### src/rtl/rcpa_pkg.sv
// ----------------------------------------------------------------------------
// rcpa_pkg
// Shared opcodes and status codes of the reference-counted page allocator.
// ----------------------------------------------------------------------------
`default_nettype none

package rcpa_pkg;

  localparam int OP_W     = 2;
  localparam int PAGE_W   = 16;  // in_page_number width
  localparam int GRANT_W  = 15;  // out_granted_page width
  localparam int COUNT_W  = 8;   // out_count_after width
  localparam int FUP_W    = 15;  // first_usable_page width

  typedef enum logic [OP_W-1:0] {
    OP_ALLOC  = 2'd0,
    OP_FREE   = 2'd1,
    OP_INCREF = 2'd2,
    OP_RSVD   = 2'd3
  } opcode_t;

  typedef enum logic [2:0] {
    ST_OK   = 3'd0,
    ST_OOM  = 3'd1,
    ST_BAD  = 3'd2,
    ST_SAT  = 3'd3,
    ST_FULL = 3'd4
  } status_t;

endpackage

`default_nettype wire

### src/rtl/rcpa_clr.sv
// ----------------------------------------------------------------------------
// rcpa_clr
// Count memory clearing sweep. Walks from the top page down to the lower
// bound, one entry per cycle. After reset the bound is page 0; a restart
// from a register write uses the new first usable page, unless a sweep
// still running has a lower bound, which is then kept.
// ----------------------------------------------------------------------------
`default_nettype none

module rcpa_clr #(
  parameter int NUM_PAGES = 32768
) (
  input  wire logic                                 clk,
  input  wire logic                                 rst_n,
  input  wire logic                                 restart,
  input  wire logic [rcpa_pkg::FUP_W-1:0]           restart_lo,
  output logic                                      active,
  output logic      [$clog2(NUM_PAGES)-1:0]         addr
);

  localparam int PG_W = $clog2(NUM_PAGES);
  localparam int NW   = $clog2(NUM_PAGES + 1);
  localparam int XW   = (NW > rcpa_pkg::PAGE_W) ? NW : rcpa_pkg::PAGE_W;

  logic                        active_r, active_nxt;
  logic                        full_r, full_nxt;
  logic [PG_W-1:0]             addr_r, addr_nxt;
  logic [rcpa_pkg::FUP_W-1:0]  lo_r, lo_nxt;

  always_comb begin
    active_nxt = active_r;
    full_nxt   = full_r;
    addr_nxt   = addr_r;
    lo_nxt     = lo_r;
    if (restart) begin
      addr_nxt = PG_W'(NUM_PAGES - 1);
      if (full_r) begin
        active_nxt = 1'b1;
        lo_nxt     = '0;
      end else if (active_r && (lo_r < restart_lo)) begin
        // pages of the unfinished sweep still need clearing
        active_nxt = 1'b1;
        lo_nxt     = lo_r;
      end else begin
        // nothing to clear when the pool starts above the top page
        active_nxt = (XW'(restart_lo) < XW'(NUM_PAGES));
        lo_nxt     = restart_lo;
      end
    end else if (active_r) begin
      if (XW'(addr_r) <= XW'(lo_r)) begin
        active_nxt = 1'b0;
        full_nxt   = 1'b0;
      end else begin
        addr_nxt = addr_r - PG_W'(1);
      end
    end
  end

  always_ff @(posedge clk) begin
    if (!rst_n) begin
      active_r <= 1'b1;
      full_r   <= 1'b1;
      addr_r   <= PG_W'(NUM_PAGES - 1);
      lo_r     <= '0;
    end else begin
      active_r <= active_nxt;
      full_r   <= full_nxt;
      addr_r   <= addr_nxt;
      lo_r     <= lo_nxt;
    end
  end

  assign active = active_r;
  assign addr   = addr_r;

endmodule

`default_nettype wire
### config.mk
export PLATFORM = sky130hd
export DESIGN_NAME = rcpa_clr
export DESIGN_NICKNAME = d
export VERILOG_FILES = /design/src/rtl/rcpa_pkg.sv /design/src/rtl/rcpa_clr.sv
export SDC_FILE = /design/constraint.sdc
export NUM_CORES = 1
export LEC_CHECK = 0
export ABC_AREA = 1
export BUFFER_PORTS_ARGS = -buffer_cell sky130_fd_sc_hd__buf_2
export CAP_MARGIN = 5
export CELL_PAD_IN_SITES_DETAIL_PLACEMENT = 1
export CELL_PAD_IN_SITES_GLOBAL_PLACEMENT = 2
export CORE_UTILIZATION = 29
export CTS_CLUSTER_DIAMETER = 60
export CTS_CLUSTER_SIZE = 16
export DETAILED_ROUTE_END_ITERATION = 12
export PLACE_DENSITY = 0.78
export SLEW_MARGIN = 5
export SYNTH_ARGS = -nofsm -noshare
export SYNTH_HDL_FRONTEND = slang
export SYNTH_SLANG_ARGS = --single-unit
### constraint.sdc
create_clock -name clk -period 1.7 [get_ports clk]
set_input_delay 0.34 -clock clk [delete_from_list [all_inputs] [get_ports clk]]
set_output_delay 0.34 -clock clk [all_outputs]
set_load 0.01 [all_outputs]
==> results of run 1 <==
[routing by layer]
metal	vias to the layer above	global-route usage (%)
met4	0	3.590
met1	1199	22.64
met2	40	31.08
met3	6	2.670
met5	-	0
li1	1326	-
[report_power, final]
group          internal, mW  switching (mW)  total [mW]
Combinational         0.376           0.458       0.834
Sequential            0.811          0.0535       0.864
Clock                 0.330           0.274       0.605
Total                  1.52           0.786        2.30
[through the flow]
stage               util, %  hold WS, ps  instance area (um^2)  setup TNS (ps)
floorplan                 -        452.3                  2439               0
global placement      36.59        476.3                  2992           -2766
detailed placement    36.59        480.0                  2992           -3733
CTS                   42.67        407.7                  3488           -2169
global route          43.33        460.2                  3542           -4649
finish                43.33        411.7                  3542           -1534
[worst register-to-register path, cell delays in order, from the launching register on]
cell and delay [ps]:
dfxtp_2 330, buf_6 120, ha_4 210, nand2_2 60, nand2_1 60, nand2_1 60, nand2_1 60, a21oi_2 170
nand4_4 210, buf_6 210, nand3_2 50, nand2_1 70, nor2_1 100
[cell type report]
type                    instances  area, um^2  area share (%)
inverters                      46       172.7           4.875
multi-input cells             267        1869           52.77
clock buffers                   8       90.09           2.543
well taps                     105       131.4           3.709
repair buffers                 83       626.9           17.70
flip-flops and latches         32       651.9           18.40
[placed cells by master, fill, tap and decap left out, drive strengths merged, types with 7 or more instances in the layout]
master  Yosys  final
a21oi      26     26
buf         7     83
clkbuf      7      8
dfxtp      32     32
ha         30     30
inv        46     46
nand2      93     93
nand3      33     34
nand4      20     20
nor2       38     38
nor3        7      7
xor2        9      9
[what timing repair did]
item | 4_1_cts | 5_1_grt
cloned | 4 | 0
pin swaps | 23 | 26
gates resized for setup | 64 | 17
setup endpoints to repair | 32 | 32
setup buffers | 3 | 1
[sequential cells by signal (all words and copies together) (netlist names)]
| name | count |
|---|---|
| addr | 15 |
| lo_r | 15 |
| full_r | 1 |
| active | 1 |
[cell families (layout without fill, tap and decap cells)]
group / after synthesis / count (layout) / share of synthesized area (%)
simple gates: 194 / 195 / 37.35
flops: 32 / 32 / 26.27
buf+inv: 60 / 137 / 10.31
fa+ha+maj: 30 / 30 / 15.39
compound gates: 31 / 31 / 6.722
xor+xnor: 11 / 11 / 3.951
[worst min-delay path by stage]
stage | start | slack (ps) | endpoint
finish | restart_lo[13] | 410 | lo_r[13]
global route | restart_lo[13] | 460 | lo_r[13]
CTS | restart_lo[13] | 410 | lo_r[13]
detailed placement | addr[0] | 480 | addr[0]
global placement | full_r | 480 | full_r
floorplan | full_r | 450 | full_r
==> reports/qor.log, run 1 <==
qor: worst_setup_path.critPathRequiredTime 1910 ps
qor: floorplanning.ios 34
qor: drt.route.layer.met1.wl 3553 um
qor: sta.final_critical_path_setup_slack -72.80 ps
qor: status.status finished, violations left
qor: synth.mappedNetlistArea 2439 um^2
qor: worst_setup_path.cp_max_fo 7
qor: floorplanning.die-height 93.70 um
qor: final_layout.num_antenna_cells 0
qor: sta.period_needed 1773 ps
qor: placement.finalWeightedCongestion 0.8196
qor: clock_tree.cts_htree_levels 2
qor: placement.hpwl_reported_at_the_end_of_detailed_placement 5387 um
qor: synth.ys.flop_type dfxtp_1
qor: power_and_ir_drop.ir_worst_vdd 0.2853 mV
qor: drt.route.detailed.wl_per_inst 13.79 um
qor: grt.number_of_global_route_vias_before_repair 2576
qor: clock_tree.clock_sinks 32
qor: final_layout.finalNonFillerCells 541
qor: sta.rsz0062_at_grt true
qor: worst_setup_path.critical_path.most_common_cell nand2_1
qor: power_and_ir_drop.power_per_cell_area 650.1 nW/um^2
qor: worst_setup_path.cp-endpoint lo_r[5]
qor: sta.max_clock_freq 0.5641 GHz
qor: floorplanning.die_area 8780 um^2
qor: synth.yosys.cell_types.count 28
qor: drt.route.detailed.vias_per_inst 4.752
qor: clock_tree.cts_made_buffers 5
qor: clock_tree.root_buffer clkbuf_8
qor: floorplanning.core_area 8175 um^2
qor: worst_setup_path.critPathTopFamily simple AND/OR/NAND/NOR gates
qor: worst_setup_path.worstSetupPathDepth 12
qor: drt.initialDrtViolationCount 58
qor: synth.fraction_of_the_yosys_area_taken_by_sequential_cells 26.27%
qor: worst_setup_path.r2r-start lo_r[8]
qor: synth.synth.top_cells.by_count nand2_1 (90), inv_1 (45), nor2_1 (37)
qor: power_and_ir_drop.power.leakage 1.685 nW
qor: worst_setup_path.critPathLaunch lo_r[8]
qor: worst_setup_path.critical-path-max-stage-delay 330 ps
qor: drt.dr_total_vias 2571
qor: worst_setup_path.critPathLaunchType flip-flop
qor: sta.transition_time_at_the_pin_with_the_least_slew_margin 760.3 ps
qor: final_layout.fill_cells 1037
qor: drt.wl_met3 195 um
qor: placement.count_of_buffers_inserted_at_the_top_level_ports 33
qor: worst_setup_path.ff_to_ff_path_depth 12
qor: sta.max_slew_margin 49.31%
qor: floorplanning.initial_core_utilization 29.83%
qor: worst_setup_path.buf_inv_on_cp 2
qor: clock_tree.cts.clk_slew.worst_paths 70 ps
qor: synth.synth.largest_area_cell dfxtp_1
qor: placement.worst_slack_at_placement -165.8 ps
qor: worst_setup_path.regToRegSetupSlack -70 ps
qor: synth.synth.area.top_cells dfxtp_1 (26%), ha_1 (15%), nand2_1 (14%)
qor: drt.detailroute.wirelength.met2 3637 um
qor: worst_setup_path.crit_path_top_delay_cell dfxtp_2
qor: drt.topRoutingLayerUsed met4
qor: synth.postSynthRegisterBits 32
qor: worst_setup_path.crit_type reg2reg
qor: sta.clock-skew-final 5.877 ps
qor: sta.final_max_slew_viol_count 0
qor: synth.post_synth_edffs 0
qor: synth.synth_async_sr_flop_share 0%
qor: floorplanning.chipWidth 93.70 um
qor: clock_tree.clk-insertion-delay-late 280 ps
qor: synth.synthesized_netlist_cell_count 358
qor: clock_tree.hold_buffers 0
qor: drt.route.detailed.drc 0
qor: hold_path.timing.hold.worst_path_depth 5
qor: grt.gr-usage-all-layers 17.65%
qor: synth.synth.net_count 406
qor: grt.grt_antenna_before_repair 0
qor: worst_setup_path.critical_path.endpoint_type flip-flop
qor: grt.grt_residual_overflow 0
qor: synth.synthMostInstantiatedCell nand2_1
qor: drt.drt-total-wl 7461 um
qor: grt.grt_first_pass_wirelength 12100 um
qor: sta.final_hold_viol_count 0
qor: floorplanning.rows 33
qor: worst_setup_path.critical_path.reg2reg.endpoint lo_r[5]
qor: synth.synth_warnings 0
qor: power_and_ir_drop.total_power 2.303 mW
qor: clock_tree.cts_tree built
qor: worst_setup_path.cp_cell_sequence buf_6 -> ha_4 -> nand2_2 -> nand2_1 -> nand2_1 -> nand2_1 -> a21oi_2 -> nand4_4 -> buf_6 -> nand3_2 -> nand2_1 -> nor2_1
qor: clock_tree.clk_path_buf_depth 2
qor: grt.grt_start_max_net_pins 30
qor: final_layout.fraction_of_layout_cells_with_a_size_suffix_above_1 38.07%
qor: hold_path.hold_class in2reg
qor: drt.drt-pass1-iter-count 4
qor: final_layout.layout.nets 483
qor: sta.post-route-period-util 104.3%
qor: status.failing_checks setup timing
qor: synth.avgSynthCellArea 6.812 um^2
qor: placement.dp.cells 525
qor: drt.drtAntennaViolNets 0
qor: sta.setup_viol_count_final 31
qor: final_layout.syn2layout_area_growth 45.25%
qor: flow_run.max-cap-violations 0
qor: synth.synth_top_area_share 26.27%
qor: worst_setup_path.critical_path_arrival 1980 ps
Note: power is estimated with default switching activity, not from simulation.
==> inputs of run 2 (changes only) <==
--- a/config.mk
+++ b/config.mk
@@ -10,11 +10,12 @@
 export CAP_MARGIN = 5
 export CELL_PAD_IN_SITES_DETAIL_PLACEMENT = 1
 export CELL_PAD_IN_SITES_GLOBAL_PLACEMENT = 2
-export CORE_UTILIZATION = 29
+export CORE_UTILIZATION = 30
+export CTS_BUF_LIST = sky130_fd_sc_hd__clkbuf_8
 export CTS_CLUSTER_DIAMETER = 60
 export CTS_CLUSTER_SIZE = 16
 export DETAILED_ROUTE_END_ITERATION = 12
-export PLACE_DENSITY = 0.78
+export PLACE_DENSITY = 0.8
 export SLEW_MARGIN = 5
 export SYNTH_ARGS = -nofsm -noshare
 export SYNTH_HDL_FRONTEND = slang
==> reports/qor.log, run 2 (synthesis gave the netlist of run 1 again) <==
qor: sta.transition_time_at_the_pin_with_the_least_slew_margin 1290 ps [+529.7 ps]
qor: floorplanning.die_area 8493 um^2 [-3.3%]
qor: clock_tree.clk_path_buf_depth 2 [unchanged]
qor: sta.rsz0062_at_grt true
qor: worst_setup_path.regToRegSetupSlack -60 ps [about the same]
qor: sta.max_clock_freq 0.5677 GHz [+0.65%]
qor: clock_tree.cts_htree_levels 2 [unchanged]
qor: worst_setup_path.critical-path-max-stage-delay 340 ps [about the same]
qor: drt.drtAntennaViolNets 0 [unchanged]
qor: status.failing_checks setup timing
qor: floorplanning.rows 32 [-3.0%]
qor: clock_tree.root_buffer clkbuf_8
qor: placement.count_of_buffers_inserted_at_the_top_level_ports 33 [unchanged]
qor: worst_setup_path.critical_path_arrival 1980 ps [about the same]
qor: placement.hpwl_reported_at_the_end_of_detailed_placement 5324 um [-1.2%]
qor: worst_setup_path.critical_path.endpoint_type flip-flop
qor: worst_setup_path.critical_path.reg2reg.endpoint lo_r[9]
qor: sta.setup_viol_count_final 29 [-6.5%]
qor: floorplanning.core_area 7807 um^2 [-4.5%]
qor: sta.post-route-period-util 103.6% [-0.67 points]
qor: worst_setup_path.cp_cell_sequence buf_4 -> ha_4 -> nand2_1 -> nand2_1 -> nand2_1 -> nand2_2 -> a21oi_4 -> nand4_4 -> clkbuf_16 -> nand3_1 -> nand2_1 -> nor2_1
qor: clock_tree.clk-insertion-delay-late 280 ps [about the same]
qor: final_layout.fraction_of_layout_cells_with_a_size_suffix_above_1 35.88% [-2.2 points]
qor: worst_setup_path.crit_type reg2reg
qor: worst_setup_path.critPathTopFamily simple AND/OR/NAND/NOR gates
qor: final_layout.fill_cells 999 [-3.7%]
qor: sta.final_hold_viol_count 0 [unchanged]
qor: floorplanning.initial_core_utilization 31.23% [+1.4 points]
qor: hold_path.hold_class in2reg
qor: grt.grt_start_max_net_pins 29 [-3.3%]
qor: placement.finalWeightedCongestion 0.8008 [-2.3%]
qor: grt.number_of_global_route_vias_before_repair 2635 [+2.3%]
qor: sta.max_slew_margin 13.68% [-36 points]
qor: flow_run.max-cap-violations 0 [unchanged]
qor: final_layout.num_antenna_cells 0 [unchanged]
qor: worst_setup_path.critPathLaunchType flip-flop
qor: power_and_ir_drop.ir_worst_vdd 0.2865 mV [+0.41%]
qor: final_layout.finalNonFillerCells 534 [-1.3%]
qor: sta.final_critical_path_setup_slack -61.42 ps [+11.37 ps]
qor: clock_tree.cts.clk_slew.worst_paths 70 ps [about the same]
qor: hold_path.whs_endpoint lo_r[3]
qor: clock_tree.cts_tree built
qor: worst_setup_path.cp_max_fo 8 [+1]
qor: placement.dp.cells 520 [-0.95%]
qor: grt.gr-usage-all-layers 18.55% [+0.90 points]
qor: worst_setup_path.r2r-start lo_r[8]
qor: sta.clock-skew-final 2.729 ps [-3.149 ps]
qor: floorplanning.die-height 92.16 um [-1.6%]
qor: sta.final_max_slew_viol_count 0 [unchanged]
qor: grt.grt_residual_overflow 0 [unchanged]
qor: final_layout.layout_common_cells nand2_1 (79), inv_1 (40), buf_4 (39)
qor: drt.route.detailed.vias_per_inst 4.764 [+0.25%]
qor: final_layout.final_common_cell nand2_1
qor: final_layout.syn2layout_area_growth 41.61%
qor: floorplanning.chipWidth 92.16 um [-1.6%]
qor: drt.route.detailed.wl_per_inst 13.53 um [-1.9%]
qor: drt.route.detailed.drc 0 [unchanged]
qor: floorplanning.ios 34 [unchanged]
qor: hold_path.timing.hold.worst.start restart_lo[3]
qor: hold_path.timing.hold.worst_path_depth 5 [unchanged]
qor: sta.period_needed 1761 ps [-11.37 ps]
qor: clock_tree.cts_made_buffers 5 [unchanged]
qor: drt.drt-pass1-iter-count 4 [unchanged]
qor: worst_setup_path.critical_path.most_common_cell nand2_1
qor: final_layout.layout.nets 480 [-0.62%]
qor: worst_setup_path.ff_to_ff_path_depth 12 [unchanged]
qor: drt.initialDrtViolationCount 50 [-14%]
qor: worst_setup_path.crit_path_top_delay_cell dfxtp_2
qor: worst_setup_path.buf_inv_on_cp 2 [unchanged]
qor: status.status finished, violations left
qor: grt.grt_first_pass_wirelength 12510 um [+3.4%]
qor: drt.dr_total_vias 2544 [-1.1%]
qor: grt.grt_antenna_before_repair 0 [unchanged]
qor: power_and_ir_drop.total_power 2.333 mW [+1.3%]
qor: power_and_ir_drop.power_per_cell_area 675.6 nW/um^2 [+3.9%]
qor: power_and_ir_drop.power.leakage 1.621 nW [-3.8%]
qor: worst_setup_path.critPathRequiredTime 1920 ps [about the same]
qor: drt.drt-total-wl 7226 um [-3.1%]
qor: clock_tree.clock_sinks 32 [unchanged]
[run 2: cell count changes in the layout (fill, tap and decap cells not counted), sizes merged]
cell and change:
buf -4
[run 2: tightest hold or removal path, cell delays in order]
cell     delay [ps]
buf_2            80
nand2_1          40
nand3_1          70
nand2_1          40
nor2_1           70
[run 2: worst max path at each step]
| stage | startpoint | end | slack [ps] | cells past startpoint |
|---|---|---|---|---|
| after floorplan | addr[6] | addr[2] | 30 | 11 |
| final | lo_r[8] | lo_r[9] | -60 | 12 |
| after detailed placement | lo_r[8] | addr[4] | -200 | 9 |
| after global placement | restart_lo[6] | lo_r[4] | -160 | 11 |
| after global routing | lo_r[8] | lo_r[9] | -170 | 12 |
| after CTS | lo_r[10] | addr[11] | -160 | 9 |
[run 2: power by group]
group,switching [mW],total [mW],internal (mW)
clock,0.286,0.647,0.361
combinational,0.449,0.826,0.376
sequential,0.0495,0.861,0.811
[run 2: area by class of cell]
cell class	instances	area (um^2)	area share, %
Multi-Input combinational cell	267	1828	52.93
Sequential cell	32	658.1	19.06
Timing Repair Buffer	80	570.5	16.52
Inverter	46	172.7	5.000
Tap cell	102	127.6	3.696
Clock buffer	7	96.34	2.790
[run 2: stage by stage]
stage / hold slack, ps / area (um^2) / utilization [%] / TNS [ps] / setup WS (ps)
2_1_floorplan: 452.3 / 2439 / - / 0 / 26.21
3_3_place_gp: 473.5 / 2973 / 38.08 / -3095 / -155.5
3_5_place_dp: 466.5 / 2973 / 38.08 / -4456 / -203.1
4_1_cts: 393.9 / 3346 / 42.85 / -2575 / -161.4
5_1_grt: 421.3 / 3453 / 44.23 / -4896 / -174.9
6_report: 395.8 / 3453 / 44.23 / -660.0 / -61.42
[run 2: routing by layer]
metal,part of all wire [%],global-route usage (%),wire [um]
met2,48,31.84,3448
met5,0,0,0
met3,2.4,3.400,171
met4,1.5,5.208,112
met1,48,23.57,3495
[run 2: timing repair]
action,4_1_cts,5_1_grt
setup buffers,3,1
endpoints found under the setup margin,32,32
pin swaps,28,13
resized for setup,46,21
hold buffers,0,0
cloned,2,1
